File: src/rtl/ttce_pkg.sv
`timescale 1ns / 1ps
// ----------------------------------------------------------------------------
// ttce_pkg
// Shared constants, types and codes for the text terminal cursor engine.
// ----------------------------------------------------------------------------
package ttce_pkg;

   // screen geometry
   localparam int COLS = 80;
   localparam int ROWS = 25;

   // internal cursor and index widths follow the geometry
   localparam int COL_W = (COLS > 1) ? $clog2(COLS) : 1;
   localparam int ROW_W = (ROWS > 1) ? $clog2(ROWS) : 1;
   localparam int IDX_W = $clog2(ROWS * COLS);

   // fixed field widths of the ports
   localparam int CHAR_W      = 8;
   localparam int COLOR_W     = 4;
   localparam int ATTR_W      = 8;
   localparam int CELL_IDX_W  = 11;
   localparam int CELL_WORD_W = 32;
   localparam int ROW_OUT_W   = 5;
   localparam int COL_OUT_W   = 7;
   localparam int CSR_IDX_W   = 2;
   localparam int CSR_DATA_W  = 8;

   // queue between front and back
   localparam int QUEUE_DEPTH = 4;
   localparam int QPTR_W      = $clog2(QUEUE_DEPTH);
   localparam int QCNT_W      = $clog2(QUEUE_DEPTH + 1);

   // character codes
   localparam logic [CHAR_W-1:0] CHR_BOLD    = 8'h02;
   localparam logic [CHAR_W-1:0] CHR_BS      = 8'h08;
   localparam logic [CHAR_W-1:0] CHR_LF      = 8'h0A;
   localparam logic [CHAR_W-1:0] CHR_REFRESH = 8'h0C;
   localparam logic [CHAR_W-1:0] CHR_CR      = 8'h0D;
   localparam logic [CHAR_W-1:0] CHR_DEL     = 8'hFF;
   localparam logic [CHAR_W-1:0] CHR_SPACE   = 8'h20;

   // register indexes
   typedef enum logic [CSR_IDX_W-1:0] {
      CSR_FG_COLOR  = 2'd0,
      CSR_BG_COLOR  = 2'd1,
      CSR_ATTR_BITS = 2'd2,
      CSR_BOLD_MASK = 2'd3
   } csr_index_type;

   // classified operation
   typedef enum logic [2:0] {
      OP_PUT,
      OP_CR,
      OP_LF,
      OP_BS,
      OP_DEL,
      OP_BOLD,
      OP_REFRESH
   } op_type;

   // one queued transaction
   typedef struct packed {
      op_type            op;
      logic [CHAR_W-1:0] char_code;
   } entry_type;

   // configuration write bundle
   typedef struct packed {
      logic                  write;
      logic [CSR_IDX_W-1:0]  index;
      logic [CSR_DATA_W-1:0] wdata;
   } csr_write_type;

   // one result transaction
   typedef struct packed {
      logic                   cell_write;
      logic [CELL_IDX_W-1:0]  cell_index;
      logic [CELL_WORD_W-1:0] cell_word;
      logic                   scroll_up;
      logic                   refresh;
      logic [ROW_OUT_W-1:0]   cursor_row_out;
      logic [COL_OUT_W-1:0]   cursor_col_out;
   } result_type;

endpackage

File: src/rtl/ttce_front.sv
`timescale 1ns / 1ps
// ----------------------------------------------------------------------------
// ttce_front
// Decodes each incoming character into an operation class for the back end.
// ----------------------------------------------------------------------------
module ttce_front (
   input  logic [ttce_pkg::CHAR_W-1:0] char_code,
   output ttce_pkg::entry_type         entry
);
   import ttce_pkg::*;

   op_type op_class;

   // control code decode, everything else is printable
   always_comb begin
      unique case (char_code)
         CHR_CR:      op_class = OP_CR;
         CHR_LF:      op_class = OP_LF;
         CHR_BS:      op_class = OP_BS;
         CHR_DEL:     op_class = OP_DEL;
         CHR_BOLD:    op_class = OP_BOLD;
         CHR_REFRESH: op_class = OP_REFRESH;
         default:     op_class = OP_PUT;
      endcase
   end

   assign entry.op        = op_class;
   assign entry.char_code = char_code;

endmodule

File: src/rtl/ttce_queue.sv
`timescale 1ns / 1ps
// ----------------------------------------------------------------------------
// ttce_queue
// Short register queue between the decode front and the execution back end.
// ----------------------------------------------------------------------------
module ttce_queue (
   input  logic                clock,
   input  logic                reset,
   input  logic                push,
   input  ttce_pkg::entry_type push_entry,
   input  logic                pop,
   output ttce_pkg::entry_type head_entry,
   output logic                full,
   output logic                empty
);
   import ttce_pkg::*;

   entry_type             slot_ff [QUEUE_DEPTH];
   logic [QPTR_W-1:0]     wr_ptr_ff, wr_ptr_in;
   logic [QPTR_W-1:0]     rd_ptr_ff, rd_ptr_in;
   logic [QCNT_W-1:0]     count_ff, count_in;
   logic                  do_push;
   logic                  do_pop;

   assign full    = (count_ff == QCNT_W'(QUEUE_DEPTH));
   assign empty   = (count_ff == '0);
   assign do_push = push && !full;
   assign do_pop  = pop && !empty;

   assign head_entry = slot_ff[rd_ptr_ff];

   // pointer and occupancy update
   always_comb begin
      wr_ptr_in = do_push ? wr_ptr_ff + 1'b1 : wr_ptr_ff;
      rd_ptr_in = do_pop  ? rd_ptr_ff + 1'b1 : rd_ptr_ff;
      count_in  = count_ff;
      if (do_push && !do_pop) begin
         count_in = count_ff + 1'b1;
      end else if (do_pop && !do_push) begin
         count_in = count_ff - 1'b1;
      end
   end

   always_ff @(posedge clock) begin
      if (reset) begin
         wr_ptr_ff <= '0;
         rd_ptr_ff <= '0;
         count_ff  <= '0;
      end else begin
         wr_ptr_ff <= wr_ptr_in;
         rd_ptr_ff <= rd_ptr_in;
         count_ff  <= count_in;
      end
   end

   // entry storage
   always_ff @(posedge clock) begin
      if (do_push) begin
         slot_ff[wr_ptr_ff] <= push_entry;
      end
   end

endmodule

File: src/rtl/ttce_back.sv
`timescale 1ns / 1ps
// ----------------------------------------------------------------------------
// ttce_back
// Executes classified operations: cursor, bold state, configuration and the
// registered result stage.
// ----------------------------------------------------------------------------
module ttce_back (
   input  logic                    clock,
   input  logic                    reset,
   input  ttce_pkg::csr_write_type csr,
   input  logic                    entry_valid,
   input  ttce_pkg::entry_type     entry,
   output logic                    entry_pop,
   output logic                    result_valid,
   input  logic                    result_stall,
   output ttce_pkg::result_type    result
);
   import ttce_pkg::*;

   localparam logic [COL_W-1:0] LAST_COL = COL_W'(COLS - 1);
   localparam logic [ROW_W-1:0] LAST_ROW = ROW_W'(ROWS - 1);

   logic [COLOR_W-1:0] fg_color_ff, fg_color_in;
   logic [COLOR_W-1:0] bg_color_ff, bg_color_in;
   logic [ATTR_W-1:0]  attr_bits_ff, attr_bits_in;
   logic [ATTR_W-1:0]  bold_mask_ff, bold_mask_in;
   logic [ROW_W-1:0]   row_ff, row_in;
   logic [COL_W-1:0]   col_ff, col_in;
   logic               bold_ff, bold_in;
   logic               valid_ff, valid_in;
   result_type         result_ff, result_in;

   logic [COL_W-1:0]   col_left;
   logic [COL_W-1:0]   put_col;
   logic [IDX_W-1:0]   put_idx;
   logic [ATTR_W-1:0]  attrs;
   logic [CHAR_W-1:0]  put_char;
   logic               put;
   logic               scroll;
   logic               refr;

   // pop when the result register is free or being emptied
   assign entry_pop = entry_valid && (!valid_ff || !result_stall);

   assign col_left = (col_ff != '0) ? col_ff - 1'b1 : col_ff;
   assign attrs    = attr_bits_ff ^ (bold_ff ? bold_mask_ff : '0);
   assign put_idx  = IDX_W'(row_ff) * IDX_W'(COLS) + IDX_W'(put_col);

   // operation execution
   always_comb begin
      row_in   = row_ff;
      col_in   = col_ff;
      bold_in  = bold_ff;
      put      = 1'b0;
      put_col  = col_ff;
      put_char = entry.char_code;
      scroll   = 1'b0;
      refr     = 1'b0;

      unique case (entry.op)
         OP_CR: begin
            col_in = '0;
         end
         OP_LF: begin
            if (row_ff < LAST_ROW) begin
               row_in = row_ff + 1'b1;
            end else begin
               scroll = 1'b1;
            end
         end
         OP_BS: begin
            col_in = col_left;
         end
         OP_DEL: begin
            put      = 1'b1;
            put_col  = col_left;
            put_char = CHR_SPACE;
         end
         OP_BOLD: begin
            bold_in = !bold_ff;
         end
         OP_REFRESH: begin
            refr = 1'b1;
         end
         OP_PUT: begin
            put = 1'b1;
         end
         default: begin
            put = 1'b0;
         end
      endcase

      // advance after a cell write, wrapping with a line feed
      if (put) begin
         if (put_col < LAST_COL) begin
            col_in = put_col + 1'b1;
         end else begin
            col_in = '0;
            if (row_ff < LAST_ROW) begin
               row_in = row_ff + 1'b1;
            end else begin
               scroll = 1'b1;
            end
         end
      end

      if (!entry_pop) begin
         row_in  = row_ff;
         col_in  = col_ff;
         bold_in = bold_ff;
      end

      // writing the attribute byte clears the bold toggle
      if (csr.write && csr.index == CSR_ATTR_BITS) begin
         bold_in = 1'b0;
      end
   end

   // result word assembly
   always_comb begin
      result_in.cell_write     = put;
      result_in.cell_index     = put ? CELL_IDX_W'(put_idx) : '0;
      result_in.cell_word      = put ? {4'h0, bg_color_ff, 4'h0, fg_color_ff, attrs, put_char}
                                     : '0;
      result_in.scroll_up      = scroll;
      result_in.refresh        = refr;
      result_in.cursor_row_out = ROW_OUT_W'(row_in);
      result_in.cursor_col_out = COL_OUT_W'(col_in);
   end

   // configuration writes
   always_comb begin
      fg_color_in  = fg_color_ff;
      bg_color_in  = bg_color_ff;
      attr_bits_in = attr_bits_ff;
      bold_mask_in = bold_mask_ff;
      if (csr.write) begin
         unique case (csr_index_type'(csr.index))
            CSR_FG_COLOR:  fg_color_in  = csr.wdata[COLOR_W-1:0];
            CSR_BG_COLOR:  bg_color_in  = csr.wdata[COLOR_W-1:0];
            CSR_ATTR_BITS: attr_bits_in = csr.wdata[ATTR_W-1:0];
            CSR_BOLD_MASK: bold_mask_in = csr.wdata[ATTR_W-1:0];
            default:       fg_color_in  = fg_color_ff;
         endcase
      end
   end

   // output register handshake
   always_comb begin
      valid_in = valid_ff;
      if (entry_pop) begin
         valid_in = 1'b1;
      end else if (!result_stall) begin
         valid_in = 1'b0;
      end
   end

   always_ff @(posedge clock) begin
      if (reset) begin
         fg_color_ff  <= '0;
         bg_color_ff  <= '0;
         attr_bits_ff <= '0;
         bold_mask_ff <= ATTR_W'(1);
         row_ff       <= '0;
         col_ff       <= '0;
         bold_ff      <= 1'b0;
         valid_ff     <= 1'b0;
      end else begin
         fg_color_ff  <= fg_color_in;
         bg_color_ff  <= bg_color_in;
         attr_bits_ff <= attr_bits_in;
         bold_mask_ff <= bold_mask_in;
         row_ff       <= row_in;
         col_ff       <= col_in;
         bold_ff      <= bold_in;
         valid_ff     <= valid_in;
      end
   end

   // result payload
   always_ff @(posedge clock) begin
      if (entry_pop) begin
         result_ff <= result_in;
      end
   end

   assign result_valid = valid_ff;
   assign result       = result_ff;

endmodule

File: src/rtl/text_terminal_cursor_engine_core.sv
`timescale 1ns / 1ps
// ----------------------------------------------------------------------------
// text_terminal_cursor_engine_core
// Character stream to cell writes and cursor updates for a text terminal.
// ----------------------------------------------------------------------------
//  channel  | direction | handshake            | payload
//  ---------+-----------+----------------------+------------------------------
//  req_     | in        | req_valid/req_stall  | char_code
//  rsp_     | out       | rsp_valid/rsp_stall  | cell write, scroll, refresh,
//           |           |                      | cursor row and column
//  csr_     | in        | csr_write            | csr_index, csr_wdata
//
//  One character per cycle sustained while rsp_stall stays low; the character
//  is decoded into the queue when it is taken and then executed from the queue
//  head into the result register, after which rsp_valid rises.
//  Cursor update is computed combinationally in the back end.
//  Reset is synchronous; cursor goes home, bold clears, registers take
//  their reset values. A stalled result holds the back end; the four-entry
//  queue absorbs requests until full, then req_stall rises.
// ----------------------------------------------------------------------------
module text_terminal_cursor_engine_core (
   input  logic                                clock,
   input  logic                                reset,
   input  logic                                req_valid,
   output logic                                req_stall,
   input  logic [ttce_pkg::CHAR_W-1:0]         req_char_code,
   output logic                                rsp_valid,
   input  logic                                rsp_stall,
   output logic                                rsp_cell_write,
   output logic [ttce_pkg::CELL_IDX_W-1:0]     rsp_cell_index,
   output logic [ttce_pkg::CELL_WORD_W-1:0]    rsp_cell_word,
   output logic                                rsp_scroll_up,
   output logic                                rsp_refresh,
   output logic [ttce_pkg::ROW_OUT_W-1:0]      rsp_cursor_row_out,
   output logic [ttce_pkg::COL_OUT_W-1:0]      rsp_cursor_col_out,
   input  logic                                csr_write,
   input  logic [ttce_pkg::CSR_IDX_W-1:0]      csr_index,
   input  logic [ttce_pkg::CSR_DATA_W-1:0]     csr_wdata
);
   import ttce_pkg::*;

   entry_type     dec_entry;
   entry_type     head_entry;
   logic          q_full;
   logic          q_empty;
   logic          q_pop;
   csr_write_type csr_bus;
   result_type    result;

   // decode front
   ttce_front u_front (
      .char_code (req_char_code),
      .entry     (dec_entry)
   );

   // transaction queue
   ttce_queue u_queue (
      .clock      (clock),
      .reset      (reset),
      .push       (req_valid),
      .push_entry (dec_entry),
      .pop        (q_pop),
      .head_entry (head_entry),
      .full       (q_full),
      .empty      (q_empty)
   );

   assign req_stall = q_full;

   assign csr_bus.write = csr_write;
   assign csr_bus.index = csr_index;
   assign csr_bus.wdata = csr_wdata;

   // execution back end
   ttce_back u_back (
      .clock        (clock),
      .reset        (reset),
      .csr          (csr_bus),
      .entry_valid  (!q_empty),
      .entry        (head_entry),
      .entry_pop    (q_pop),
      .result_valid (rsp_valid),
      .result_stall (rsp_stall),
      .result       (result)
   );

   assign rsp_cell_write     = result.cell_write;
   assign rsp_cell_index     = result.cell_index;
   assign rsp_cell_word      = result.cell_word;
   assign rsp_scroll_up      = result.scroll_up;
   assign rsp_refresh        = result.refresh;
   assign rsp_cursor_row_out = result.cursor_row_out;
   assign rsp_cursor_col_out = result.cursor_col_out;

   // no cell write leaves index and word clear
   assert property (@(posedge clock) disable iff (reset)
      (rsp_valid && !rsp_cell_write) |-> (rsp_cell_index == '0 && rsp_cell_word == '0))
      else $error("cell fields set without a cell write");

   // a scroll request leaves the cursor on the last row
   assert property (@(posedge clock) disable iff (reset)
      (rsp_valid && rsp_scroll_up) |-> (rsp_cursor_row_out == ROW_OUT_W'(ROWS - 1)))
      else $error("scroll away from the last row");

   // refresh never writes a cell
   assert property (@(posedge clock) disable iff (reset)
      (rsp_valid && rsp_refresh) |-> (!rsp_cell_write && !rsp_scroll_up))
      else $error("refresh combined with a write or scroll");

   // queue drains into the result stage whenever it is free
   assert property (@(posedge clock) disable iff (reset)
      (!q_empty && !rsp_valid) |=> rsp_valid)
      else $error("queued transaction not executed");

endmodule

File: config.mk
export PLATFORM = sky130hd
export DESIGN_NAME = text_terminal_cursor_engine_core
export DESIGN_NICKNAME = d
export VERILOG_FILES = /design/src/rtl/ttce_pkg.sv /design/src/rtl/ttce_front.sv /design/src/rtl/ttce_queue.sv /design/src/rtl/ttce_back.sv /design/src/rtl/text_terminal_cursor_engine_core.sv
export SDC_FILE = /design/constraint.sdc
export NUM_CORES = 1
export LEC_CHECK = 0
export BUFFER_PORTS_ARGS = -buffer_cell sky130_fd_sc_hd__clkbuf_2
export CAP_MARGIN = 20
export CORE_MARGIN = 10
export CORE_UTILIZATION = 29
export CTS_CLUSTER_DIAMETER = 200
export CTS_CLUSTER_SIZE = 16
export DETAILED_ROUTE_END_ITERATION = 7
export PLACE_DENSITY = 0.49
export SLEW_MARGIN = 30
export SYNTH_ARGS = -nofsm -noshare
export SYNTH_HDL_FRONTEND = slang
export SYNTH_SLANG_ARGS = --single-unit
File: constraint.sdc
create_clock -name clock -period 4.7 [get_ports clock]
set_input_delay 0.235 -clock clock [delete_from_list [all_inputs] [get_ports clock]]
set_output_delay 0.235 -clock clock [all_outputs]
set_load 0.01 [all_outputs]
==> flow_metrics.env <==
export IMPL_syn2layout_area_growth_pct=18.7
export IMPL_setup_tns_ns=0
export IMPL_min_to="u_back.attr_bits_ff[7]$_SDFFE_PP0P_"
export IMPL_synth_cell_types=67
export IMPL_p_leak_uw=0.00303
export IMPL_drtIter0Drc=276
export IMPL_clock_fmax_ghz=0.254
export IMPL_fin_skew_ns=0.0117
export IMPL_p_comb_share_pct=32.3
export IMPL_reg2reg_depth=11
export IMPL_synth_area_top_cells="edfxtp_1 43%, dfxtp_1 14%, nand2_1 3.6%"
export IMPL_routed_wl_mm=15.9
export IMPL_synth_ff_type="edfxtp_1"
export IMPL_grt_max_degree=42
export IMPL_cts_tree="built"
export IMPL_syn_inst=546
export IMPL_status="complete, no violations"
export IMPL_synth_top_cell_by_area="edfxtp_1"
export IMPL_viasPerCell=4.75
export IMPL_cpMaxStageDelayCell="mux4_1"
export IMPL_p_int_uw=2990
export IMPL_htree_levels=4
export IMPL_p_clk_share_pct=27.8
export IMPL_rsz0062_at_grt="no"
export IMPL_max_slew_margin_pct=40.4
export IMPL_synth_edff_count=94
export IMPL_cts_clk_slew_worst_paths_ns=0.06
export IMPL_holdCritStartpoint="csr_wdata[7]"
export IMPL_io_pins=83
export IMPL_period_minus_slack_ns=3.93
export IMPL_gp_congestion=0.867
export IMPL_cp_arrival_ns=4.07
export IMPL_post_cts_buffers=0
export IMPL_core_um2=22000
export IMPL_finalSetupViolCount=0
export IMPL_worst_slew_pin_slew_ns=0.894
export IMPL_r2r_end="u_back.result[56]$_SDFFCE_PP0P_"
export IMPL_wl_per_cell_um=17.4
export IMPL_p_switching_uw=1620
export IMPL_cts_root_buf="clkbuf_16"
export IMPL_criticalPathCategory="flop to flop"
export IMPL_final_cell_mix="94 x edfxtp_1, 74 x clkbuf_2, 63 x nand2_1"
export IMPL_post_layout_nonfiller_instances=917
export IMPL_num_nets_final=668
export IMPL_postCtsHoldBufs=0
export IMPL_layout_commonest_cell="edfxtp_1"
export IMPL_synthesis_area_um2=6530
export IMPL_cp_end_kind="flop"
export IMPL_cts_buffer_depth=2
export IMPL_finalCritPeriodShare_pct=83.7
export IMPL_clock_latency_ns=0.42
export IMPL_die_w_um=170
export IMPL_cts_buffers=17
export IMPL_slew_viol_final=0
export IMPL_max_stage_delay_ns=0.59
export IMPL_cap_violations=0
export IMPL_antenna_found_initial=0
export IMPL_synth_top_area_share_pct=43.2
export IMPL_portBuffers=74
export IMPL_cp_cell_sequence="buf_4 -> mux4_1 -> or3b_4 -> or4_1 -> and2_1 -> fa_1 -> nor2b_1 -> o2111ai_1 -> xor2_1 -> xnor2_1 -> nor2_1"
export IMPL_seqPwrFrac_pct=39.9
export IMPL_n_antenna_cell=0
export IMPL_yosys_warnings=0
export IMPL_power_density_nw_per_um2=595
export IMPL_dieArea_um2=28900
export IMPL_cts_resized=0
export IMPL_crit_path_start_kind="flop"
export IMPL_rows=54
export IMPL_hold_path_depth=3
export IMPL_vias=4352
export IMPL_grt_overflow=0
export IMPL_ant_nets=0
export IMPL_ir_worst_vdd_mv=0.248
export IMPL_hold_path_class="input port to flop"
export IMPL_placed_cells=885
export IMPL_async_reset_ff_share_pct=0
export IMPL_drt_first_pass_iters=4
export IMPL_grt_pass1_wl_mm=25.0
export IMPL_crit_fanout=8
export IMPL_grt_usage_pct=11.2
export IMPL_n_fill_cell=2176
export IMPL_drive_above_1_share_pct=20.6
export IMPL_ys_seq_area_share_pct=57.6
export IMPL_clock_sinks=141
export IMPL_ys_ff_latch=141
export IMPL_start_util_pct=29.7
export IMPL_swShare_pct=35.1
export IMPL_hpwlAfterDp_mm=11.3
export IMPL_grt_pass1_vias=4428
export IMPL_cp_required_ns=4.84
export IMPL_die_y_um=170
export IMPL_r2r_slack_ns=0.77
export IMPL_syn_avg_cell_area_um2=12.0
export IMPL_hold_viol=0
export IMPL_drc_errors=0
-- metrics by stage --
step	utilization (%)	instance area, um^2	hold slack (ns)	setup WS (ns)	power (uW)
2_1_floorplan	-	6560	0.334	1.10	2800
3_3_place_gp	32.7	7180	0.442	0.814	3370
3_5_place_dp	32.7	7180	0.450	0.768	3390
4_1_cts	35.3	7750	0.0374	0.721	4690
5_1_grt	35.3	7750	0.0601	0.504	4900
6_report	35.3	7750	0.0604	0.766	4610
-- routing by layer --
layer  share of wire (%)  vias to the layer above  GRT usage [%]
li1                    -                     2120              -
met1                  45                     2134           13.8
met2                  50                       83           18.5
met3                 3.8                       15           2.45
met4                 1.5                        0           4.42
met5                   0                        -              0
-- layout make-up --
class | count | area [um^2] | area share [%]
Inverter | 17 | 63.8 | 0.824
Sequential cell | 141 | 3760 | 48.6
Clock inverter | 9 | 87.6 | 1.13
Multi-Input combinational cell | 366 | 2580 | 33.3
Clock buffer | 23 | 479 | 6.19
Tap cell | 280 | 350 | 4.52
Timing Repair Buffer | 81 | 423 | 5.46
-- power by group through the flow --
stage          sequential [uW]  clock (uW)  combinational, uW
5_1_grt                   1880        1370               1650
4_1_cts                   1850        1310               1520
2_1_floorplan             1940           0                862
6_report                  1840        1280               1490
3_3_place_gp              1860           0               1510
3_5_place_dp              1870           0               1520
-- registers in the layout, summed over array words and instances, names as in the netlist, named ones only --
name                 count
u_back.result_valid      1
u_queue.count_ff         3
u_back.col_ff            7
u_back.fg_color_ff       4
u_back.bold_ff           1
u_back.bg_color_ff       4
u_back.result           50
u_queue.rd_ptr_ff        2
u_back.attr_bits_ff      8
u_back.row_ff            5
u_queue.slot_ff         44
u_queue.wr_ptr_ff        2
u_back.bold_mask_ff      8
-- synthesized netlist by cell type (all sizes together), types with 14 or more instances --
library cell	n
clkbuf	17
inv	17
nor2	45
nand2	63
o21ai	17
edfxtp	94
dfxtp	47
and2	27
ha	18
a21oi	31
mux2i	14
xor2	18
-- worst max path at each step --
stage	depth (start not counted)	slack [ns]	from	to
final	11	0.77	flop	u_back.result[56]$_SDFFCE_PP0P_
after detailed placement	11	0.77	flop	u_back.result[56]$_SDFFCE_PP0P_
after CTS	11	0.72	flop	u_back.result[56]$_SDFFCE_PP0P_
after global placement	11	0.81	flop	u_back.result[56]$_SDFFCE_PP0P_
after floorplan	12	1.10	flop	u_back.result[56]$_SDFFCE_PP0P_
after global routing	11	0.50	flop	u_back.result[56]$_SDFFCE_PP0P_
-- critical path, delay by kind of cell, from the launching register on --
kind	cells	cell delay (ns)
DFF	1	0.48
buffers and inverters	1	0.26
muxes	1	0.59
AOI/OAI and AO/OA	1	0.14
and+or+nand+nor	5	1.42
adders and majority gates	1	0.43
xor gates and xnor gates	2	0.32
-- cell families (layout without fill, tap and decap cells) --
group | after synthesis | in the layout | synth area share (%)
fa+ha+maj | 21 | 21 | 4.37
other cells | 1 | 8 | 0.0574
xor+xnor | 27 | 27 | 3.62
mux | 27 | 27 | 6.52
compound gates | 82 | 82 | 9.14
buf+inv | 46 | 130 | 3.24
flops | 141 | 141 | 57.6
simple gates | 201 | 201 | 15.4
Power figures use the tool's default switching activity.
